$ cat config.mk
export PLATFORM = sky130hd
export DESIGN_NAME = onewire_rom_search_engine_top
export DESIGN_NICKNAME = d
export VERILOG_FILES = /design/src/hw/rtl/orse_pkg.sv /design/src/hw/rtl/orse_step.sv /design/src/hw/rtl/onewire_rom_search_engine_top.sv
export SDC_FILE = /design/constraint.sdc
export NUM_CORES = 1
export LEC_CHECK = 0
export BUFFER_PORTS_ARGS = -buffer_cell sky130_fd_sc_hd__buf_4
export CAP_MARGIN = 20
export CORE_ASPECT_RATIO = 1.5
export CORE_UTILIZATION = 45
export DETAILED_ROUTE_END_ITERATION = 8
export PLACE_DENSITY = 0.68
export SYNTH_ARGS = -nofsm -noshare
export SYNTH_HDL_FRONTEND = slang
export SYNTH_SLANG_ARGS = --single-unit
$ cat constraint.sdc
create_clock -name clock -period 4.2 [get_ports clock]
set_clock_uncertainty 0.1 [all_clocks]
set_input_delay 1.26 -clock clock [delete_from_list [all_inputs] [get_ports clock]]
set_output_delay 1.26 -clock clock [all_outputs]
set_load 0.02 [all_outputs]
$ cat src/hw/rtl/orse_pkg.sv
// Shared types and constants for the 1-Wire search ROM engine.
// No dependencies; imported by orse_step and onewire_rom_search_engine_top.
package orse_pkg;

   localparam int CRC_BYTES = 7;
   localparam int ROM_BITS = 64;
   localparam int CRC_LSB = CRC_BYTES * 8;

   localparam logic [1:0] ACT_NEW_SEARCH = 2'd0;
   localparam logic [1:0] ACT_START_PASS = 2'd1;
   localparam logic [1:0] ACT_BIT_PAIR = 2'd2;

   localparam logic [2:0] STATUS_BUSY = 3'd0;
   localparam logic [2:0] STATUS_FOUND = 3'd1;
   localparam logic [2:0] STATUS_CRC_MISMATCH = 3'd2;
   localparam logic [2:0] STATUS_OTHER_FAMILY = 3'd3;
   localparam logic [2:0] STATUS_NO_RESPONSE = 3'd4;
   localparam logic [2:0] STATUS_NO_PRESENCE = 3'd5;
   localparam logic [2:0] STATUS_SEARCH_DONE = 3'd6;
   localparam logic [2:0] STATUS_NOT_IN_PASS = 3'd7;

   localparam logic [7:0] CRC_POLY = 8'h8C;
   localparam logic [7:0] FAMILY_RESET = 8'h28;
   localparam logic [6:0] START_POSITION = 7'd1;
   localparam logic [6:0] END_POSITION = 7'd65;
   localparam logic [6:0] FAMILY_LIMIT = 7'd9;
   localparam logic [6:0] CRC_LAST_POSITION = 7'(CRC_LSB);

   // register word index of wanted_family
   localparam logic REG_WANTED_FAMILY = 1'b0;

   typedef struct packed {
      logic [ROM_BITS-1:0] rom_bits;
      logic [6:0]          last_discrepancy;
      logic [6:0]          last_zero_pos;
      logic [6:0]          bit_position;
      logic [3:0]          family_mark;
      logic [7:0]          crc_acc;
      logic                done_flag;
      logic                in_pass;
   } search_state_type;

   typedef struct packed {
      logic                direction;
      logic                direction_valid;
      logic                pass_end;
      logic [2:0]          status;
      logic [ROM_BITS-1:0] rom_id;
      logic                search_done;
      logic [3:0]          family_discrepancy;
   } result_type;

endpackage

$ cat src/hw/rtl/orse_step.sv
// Next-state and result logic for one search transaction.
// Depends on orse_pkg; purely combinational, registered by the top level.
module orse_step (
   input  orse_pkg::search_state_type cur,
   input  logic [7:0]                 wanted_family,
   input  logic [1:0]                 action,
   input  logic                       presence,
   input  logic                       id_bit,
   input  logic                       complement_bit,
   output orse_pkg::search_state_type nxt,
   output orse_pkg::result_type       res
);
   import orse_pkg::*;

   logic [6:0] pos;
   logic [5:0] idx;
   logic       dir;
   logic       mix;
   logic [6:0] pos_next;

   assign pos = cur.bit_position;
   assign idx = pos[5:0] - 6'd1;
   assign pos_next = pos + 7'd1;

   always_comb begin
      nxt = cur;
      dir = 1'b0;
      mix = 1'b0;
      res.direction = 1'b0;
      res.direction_valid = 1'b0;
      res.pass_end = 1'b0;
      res.status = STATUS_BUSY;

      unique case (action)
         ACT_NEW_SEARCH: begin
            nxt.rom_bits = '0;
            nxt.last_discrepancy = '0;
            nxt.last_zero_pos = '0;
            nxt.bit_position = START_POSITION;
            nxt.family_mark = '0;
            nxt.crc_acc = '0;
            nxt.done_flag = 1'b0;
            nxt.in_pass = 1'b0;
            res.status = STATUS_NOT_IN_PASS;
         end
         ACT_START_PASS: begin
            if (cur.done_flag) begin
               res.status = STATUS_SEARCH_DONE;
            end else if (!presence) begin
               nxt.done_flag = 1'b1;
               nxt.in_pass = 1'b0;
               res.pass_end = 1'b1;
               res.status = STATUS_NO_PRESENCE;
            end else begin
               nxt.in_pass = 1'b1;
               nxt.bit_position = START_POSITION;
               nxt.last_zero_pos = '0;
               nxt.crc_acc = '0;
            end
         end
         ACT_BIT_PAIR: begin
            if (!cur.in_pass) begin
               res.status = STATUS_NOT_IN_PASS;
            end else if (id_bit && complement_bit) begin
               // no device answered: close the pass
               nxt.last_discrepancy = cur.last_zero_pos;
               nxt.done_flag = cur.done_flag || (cur.last_zero_pos == '0);
               nxt.in_pass = 1'b0;
               res.pass_end = 1'b1;
               res.status = STATUS_NO_RESPONSE;
            end else begin
               if (!id_bit && !complement_bit) begin
                  // discrepancy: follow the old path, branch at the last one
                  if (pos < cur.last_discrepancy) begin
                     dir = cur.rom_bits[idx];
                  end else begin
                     dir = (pos == cur.last_discrepancy);
                  end
                  if (!dir) begin
                     nxt.last_zero_pos = pos;
                     if (pos < FAMILY_LIMIT) begin
                        nxt.family_mark = pos[3:0];
                     end
                  end
               end else begin
                  dir = id_bit;
               end
               nxt.rom_bits[idx] = dir;
               if (pos <= CRC_LAST_POSITION) begin
                  mix = cur.crc_acc[0] ^ dir;
                  nxt.crc_acc = {1'b0, cur.crc_acc[7:1]} ^ (mix ? CRC_POLY : 8'h00);
               end
               nxt.bit_position = pos_next;
               res.direction = dir;
               res.direction_valid = 1'b1;
               if (pos_next >= END_POSITION) begin
                  if (nxt.crc_acc != nxt.rom_bits[CRC_LSB +: 8]) begin
                     res.status = STATUS_CRC_MISMATCH;
                  end else if (nxt.rom_bits[7:0] != wanted_family) begin
                     res.status = STATUS_OTHER_FAMILY;
                  end else begin
                     res.status = STATUS_FOUND;
                  end
                  nxt.last_discrepancy = nxt.last_zero_pos;
                  nxt.done_flag = cur.done_flag || (nxt.last_zero_pos == '0);
                  nxt.in_pass = 1'b0;
                  res.pass_end = 1'b1;
               end
            end
         end
         default: begin
            res.status = cur.in_pass ? STATUS_BUSY : STATUS_NOT_IN_PASS;
         end
      endcase

      res.rom_id = nxt.rom_bits;
      res.search_done = nxt.done_flag;
      res.family_discrepancy = nxt.family_mark;
   end

endmodule

$ cat src/hw/rtl/onewire_rom_search_engine_top.sv
// Result valid the cycle after its request; one transaction per cycle while rsp_ready holds.
// Search state updates at the request handshake; the result sits in one output register,
// and a new request is taken whenever that register is empty or being drained.
// Synchronous active-high reset clears the search state (bit_position to 1) and the result valid,
// and sets wanted_family to 0x28. Depends on orse_pkg and orse_step.
module onewire_rom_search_engine_top (
   input  logic        clock,
   input  logic        reset,
   input  logic        req_valid,
   output logic        req_ready,
   input  logic [1:0]  req_action,
   input  logic        req_presence,
   input  logic        req_id_bit,
   input  logic        req_complement_bit,
   output logic        rsp_valid,
   input  logic        rsp_ready,
   output logic        rsp_direction,
   output logic        rsp_direction_valid,
   output logic        rsp_pass_end,
   output logic [2:0]  rsp_status,
   output logic [63:0] rsp_rom_id,
   output logic        rsp_search_done,
   output logic [3:0]  rsp_family_discrepancy,
   input  logic        psel,
   input  logic        penable,
   input  logic        pwrite,
   input  logic [2:0]  paddr,
   input  logic [31:0] pwdata,
   output logic [31:0] prdata,
   output logic        pready
);
   import orse_pkg::*;

   search_state_type state_ff, state_in, state_step;
   result_type       rsp_ff, rsp_in, step_res;
   logic             rsp_valid_ff, rsp_valid_in;
   logic [7:0]       wanted_family_ff, wanted_family_in;
   logic             req_fire;

   orse_step u_step (
      .cur            (state_ff),
      .wanted_family  (wanted_family_ff),
      .action         (req_action),
      .presence       (req_presence),
      .id_bit         (req_id_bit),
      .complement_bit (req_complement_bit),
      .nxt            (state_step),
      .res            (step_res)
   );

   assign req_ready = !rsp_valid_ff || rsp_ready;
   assign req_fire = req_valid && req_ready;

   always_comb begin
      state_in = state_ff;
      rsp_in = rsp_ff;
      rsp_valid_in = rsp_valid_ff;
      if (rsp_ready) begin
         rsp_valid_in = 1'b0;
      end
      if (req_fire) begin
         state_in = state_step;
         rsp_in = step_res;
         rsp_valid_in = 1'b1;
      end
   end

   assign pready = 1'b1;

   always_comb begin
      wanted_family_in = wanted_family_ff;
      if (psel && penable && pwrite && paddr[2] == REG_WANTED_FAMILY) begin
         wanted_family_in = pwdata[7:0];
      end
   end

   assign prdata = (paddr[2] == REG_WANTED_FAMILY) ? {24'd0, wanted_family_ff} : 32'd0;

   always_ff @(posedge clock) begin
      if (reset) begin
         state_ff.rom_bits <= '0;
         state_ff.last_discrepancy <= '0;
         state_ff.last_zero_pos <= '0;
         state_ff.bit_position <= START_POSITION;
         state_ff.family_mark <= '0;
         state_ff.crc_acc <= '0;
         state_ff.done_flag <= 1'b0;
         state_ff.in_pass <= 1'b0;
         rsp_valid_ff <= 1'b0;
         wanted_family_ff <= FAMILY_RESET;
      end else begin
         state_ff <= state_in;
         rsp_valid_ff <= rsp_valid_in;
         wanted_family_ff <= wanted_family_in;
      end
   end

   // result payload holds while stalled
   always_ff @(posedge clock) begin
      rsp_ff <= rsp_in;
   end

   assign rsp_valid = rsp_valid_ff;
   assign rsp_direction = rsp_ff.direction;
   assign rsp_direction_valid = rsp_ff.direction_valid;
   assign rsp_pass_end = rsp_ff.pass_end;
   assign rsp_status = rsp_ff.status;
   assign rsp_rom_id = rsp_ff.rom_id;
   assign rsp_search_done = rsp_ff.search_done;
   assign rsp_family_discrepancy = rsp_ff.family_discrepancy;

endmodule

Word-level counts from Yosys, hierarchy flattened
Index checks and enable logic that the tools add are counted.
- $lt $le $gt $ge: 6
- bitwise logic cells: 5
- muxes and demuxes: 60
- reduce and logical (&&, ||, !) cells: 24
- divide/modulo/power cells: 0
- add/sub/neg operators: 2
- shifts and indexed selects: 0
- multipliers: 0
- equality and inequality tests: 10
- operator list (kind ; count):
    71-bit case mux with 2 select lines ; 1
    99-bit 2-to-1 mux ; 1
    64-bit bitwise mux ; 1
    64-bit 2-to-1 mux ; 1
    8-bit 2-to-1 mux ; 7
    7-bit 2-to-1 mux ; 7
    14-bit case mux with 3 select lines ; 1
    10-bit case mux with 3 select lines ; 1
    14-bit 2-to-1 mux ; 2
    26-bit 2-to-1 mux ; 1
    4-bit 2-to-1 mux ; 6
    1-bit 2-to-1 mux ; 18
    8-bit inequality test ; 2
    7-bit logical NOT ; 2
    10-bit 2-to-1 mux ; 1
    3-bit 2-to-1 mux ; 3
    3-bit case mux with 3 select lines ; 1
    2-bit 2-to-1 mux ; 4
    2-bit inequality test (second input constant) ; 4
    4-bit case mux with 2 select lines ; 1
    7-bit by 8-bit bitwise XOR with 8-bit output ; 1
    7-bit by 1-bit adder with 7-bit output (second input constant) ; 1
    7-bit == test ; 1
    7-bit greater-or-equal comparator (second input constant) ; 1
    other kinds (25) ; 38
- bits in writable memories: 0
- latch bits: 0
- output and inout port bits: 110
- memories: 0
- bits in registers: 183
- word-level logic and storage cells: 124
- bits in read-only memories: 0

Longest topological paths before layout
- word-level depth: 25
- depth in mapped cells: 19

By module
Synthesis repeated with hierarchy kept, for this count alone.
- cells, all modules: 1409
- area, all modules: 12146.6 um^2
- modules (own cells, without submodules) (module ; cells an instance ; area each (um^2) ; times used ; sequential area each (um^2)):
    onewire_rom_search_engine_top ; 595 ; 7069.3 ; 1 ; 4414.2
    orse_step ; 814 ; 5077.4 ; 1 ; 0.0

Least setup slack after synthesis
No wires, ideal clock.
- kind: input-to-reg
- start point: in rsp_ready
- end point: reg rsp_ff, in the netlist rsp_direction, enable pin
- required time: 3.632 ns
- slack: -0.467 ns
- stages on the path: 4
- data arrival time: 4.098 ns
- path buffers: 1
- cells stage by stage: nand2b_1 > nand2_1 > inv_2 > buf_1
- cells in the longest elaborated chain, start to end: 2
- ends and longest elaborated chain (what ; RTL line ; source):
    start: declaration ; onewire_rom_search_engine_top.sv:16 ; input logic rsp_ready,
    1-bit logical OR ; onewire_rom_search_engine_top.sv:51 ; assign req_ready = !rsp_valid_ff || rsp_ready;
    1-bit logical AND ; onewire_rom_search_engine_top.sv:52 ; assign req_fire = req_valid && req_ready;
    named net req_fire ; onewire_rom_search_engine_top.sv:38 ; logic req_fire;
    end signal: assignment ; onewire_rom_search_engine_top.sv:100 ; rsp_ff <= rsp_in;
    end: declaration ; onewire_rom_search_engine_top.sv:35 ; result_type rsp_ff, rsp_in, step_res;
The timed path passes the listed nets, and every way through them passes these cells.
A chain may end at the register's enable or synchronous reset.

==> flow_metrics.tcl <==
set metrics [dict create \
    via_per_inst 5.87 \
    path_max_fanout 9 \
    grt_max_degree 136 \
    numClockSinks 183 \
    drcViolationCount 0 \
    cts_tree "built" \
    hold_viol 0 \
    maxCapViolations 0 \
    cp.required_ns 4.40 \
    dr.pass1.iters 5 \
    core_area_sq_um 22600 \
    max-clock-path-buffers 2 \
    cts_setup_buffers 0 \
    grt_overflow 0 \
    holdWs_ns 0.360 \
    ios 157 \
    vias 9723 \
    rr_endpoint "rsp_status[0]" \
    synth_edf_count 75 \
    synth_top_family_by_area "simple AND/OR/NAND/NOR gates" \
    die-width_um 126 \
    antennaDiodeCount 0 \
    die_area_sq_um 23900 \
    startpoint "state_ff[14]" \
    relSlewSlack_pct 38.1 \
    fmax_ghz 0.250 \
    drt_wl_total_mm 30.3 \
    power.density_nw_per_um2 339 \
    period_share_pct 95.4 \
    grt_usage_pct 25.6 \
    drtIter0Drc 878 \
    vdd_ir_drop_max_mv 0.250 \
    design_area_sq_um 12300 \
    cp_data_arrival_time_ns 4.21 \
    rsz0062_at_grt "false" \
    wire_per_inst_um 18.3 \
    ys_warn_count 0 \
    synth_compound_area_share_pct 20.5 \
    ff2ff_setup_slack_ns 0.19 \
    regToRegStartpoint "state_ff[14]" \
    row_count 67 \
    synth_mux_area_share_pct 2.86 \
    yosysUniqueCellTypes 85 \
    end_kind "flop" \
    drv_slew 0 \
    crit_end "rsp_status[0]" \
    synthTopCellsByArea "edfxtp_1 22%, dfxtp_1 21%, nand2_1 7.8%" \
    clkSlewWorstSetupHoldPaths_ns 0.07 \
    io_buffers 105 \
    antenna_left 0 \
    hold_class "flop to flop" \
    avgSynthCellArea_sq_um 8.24 \
    antenna_found_initial 0 \
    tns_ns 0 \
    hpwlAfterDp_mm 20.8 \
    synth_seq_cells 183 \
    holdPathStages 2 \
    synth_flop_cell "dfxtp_1" \
    cts_htree_levels 4 \
    clock_latency_ns 0.45 \
    final_common_cell "nand2_1" \
    first_global_vias 9118 \
    worst_pin_slew_ns 0.925 \
    yosysSeqAreaShare_pct 42.2 \
    synthAdderAreaFrac_pct 1.56 \
    drive_above_1_share_pct 18.1 \
    cts_root_buf "clkbuf_16" \
    status "finished clean" \
    cts_buffers 17 \
    synthArstFlopShare_pct 0 \
    final_cell_mix "215 x nand2_1, 168 x buf_4, 158 x nor2_1" \
    yosys.area.top_type "edfxtp_1" \
    synth_area_sq_um 10500 \
    initial_core_util_pct 46.3 \
    n_fill_cell 2106 \
    multiInputGateArea_sq_um 5470 \
    p_leak_nw 4.78 \
    netlist.area_leader.share_pct 21.5 \
    cp-start-kind "flop" \
    gp_congestion 0.893 \
    area_growth_pct 18.1 \
    register_area_sq_um 4420 \
    place_area_sq_um 11700 \
    period_needed_ns 4.01 \
    synth-simple-area-share_pct 23.8 \
    netlist_instances 1269 \
    worstSetupPathType "flop to flop" \
    rr_worst_depth 15 \
    die_h_um 189 \
    setup_violations 0 \
    nets 1427 \
    grt_pass1_wl_mm 47.7 \
    synth_xor_area_share_pct 2.14 \
]
-- final cells by class --
cell class	count	share of cell area, %
Clock buffer	21	3.65
Inverter	26	0.811
Timing Repair Buffer	176	11.4
Sequential cell	183	35.8
Tap cell	276	2.80
Clock inverter	11	1.24
Multi-Input combinational cell	963	44.3
-- stage by stage --
stage	setup slack, ns	util [%]	cells	power [mW]
3_5_place_dp	0.0476	51.8	1624	2.55
5_1_grt	0.0254	54.7	1656	4.33
3_3_place_gp	0.0766	51.8	1624	2.54
2_1_floorplan	0.155	-	1292	2.37
4_1_cts	0.00108	54.4	1656	4.20
6_report	0.194	54.7	1656	4.19
-- worst min-delay path by stage --
stage | start | to | slack [ns]
after floorplan | state_ff[10] | state_ff[10] | 0.34
after global placement | state_ff[12] | state_ff[12] | 0.34
after detailed placement | state_ff[12] | state_ff[12] | 0.35
after CTS | state_ff[12] | state_ff[12] | 0.36
after global routing | state_ff[52] | state_ff[52] | 0.39
final | state_ff[12] | state_ff[12] | 0.36
-- synthesized netlist by cell type, drive strengths merged, types with 4 or more instances --
cell / number
a22o: 14
and2: 7
dfxtp: 108
o221ai: 4
nand2: 217
xor2: 7
edfxtp: 75
a31oi: 4
a2111oi: 6
a22oi: 24
a21oi: 59
nor3b: 4
a21o: 8
nor4: 12
nand3b: 4
a211o: 6
nand2b: 7
ha: 13
o21ai: 125
buf: 52
nor2b: 11
inv: 25
nor2: 162
nand4: 11
o31ai: 11
o21a: 4
or4: 5
o22ai: 4
xnor2: 16
clkbuf: 68
o211ai: 8
or3: 6
nor3: 64
nand3: 25
and3: 5
mux2i: 22
a211oi: 13
mux2: 7
or2: 6
-- routing by layer --
layer	share of wire, %	routed length (um)	vias to the layer above	track usage, %
met5	0	0	-	0
met4	4.9	1490	0	15.5
met3	4.8	1470	90	3.72
met2	51	15400	352	45.1
met1	39	11900	4624	29.1
li1	-	-	4657	-
-- report_power, final --
part | total, mW | internal (mW) | switching [mW]
registers | 1.98 | 1.93 | 0.0446
logic | 0.542 | 0.195 | 0.347
clock network | 1.67 | 0.955 | 0.716
-- worst max-delay path: stages (launching register included) --
cell and delay [ns]:
dfxtp_4 0.38, buf_4 0.15, or4_4 0.57, and2_1 0.29, a21oi_2 0.18, a211oi_1 0.10, buf_4 0.16, o2bb2ai_4 0.14
o31a_4 0.38, buf_4 0.15, a21oi_2 0.17, o2111ai_1 0.22, a2111oi_4 0.36, nand4b_1 0.17, buf_4 0.18, a21oi_1 0.14
-- state kept, by name, summed over array words and instances (netlist names) --
register                cells
state_ff                   99
rsp_rom_id                 64
wanted_family_ff            8
rsp_family_discrepancy      4
rsp_status                  3
rsp_direction               1
rsp_direction_valid         1
rsp_pass_end                1
rsp_search_done             1
rsp_valid                   1
-- cells by family (layout without fill, tap and decap cells) --
logic type	count (synthesis)	in the layout
fa+ha+maj	13	13
xor+xnor	23	23
compound gates	319	319
other cells	2	25
buf+inv	146	234
mux	29	29
flops	183	183
simple gates	554	554
-- timing repair --
item / CTS / global route
gates resized for setup: 0 / 13
hold endpoints to repair: 0 / 0
endpoints found under the setup margin: 0 / 3
hold buffers: 0 / 0
Note: power is estimated with default switching activity, not from simulation.
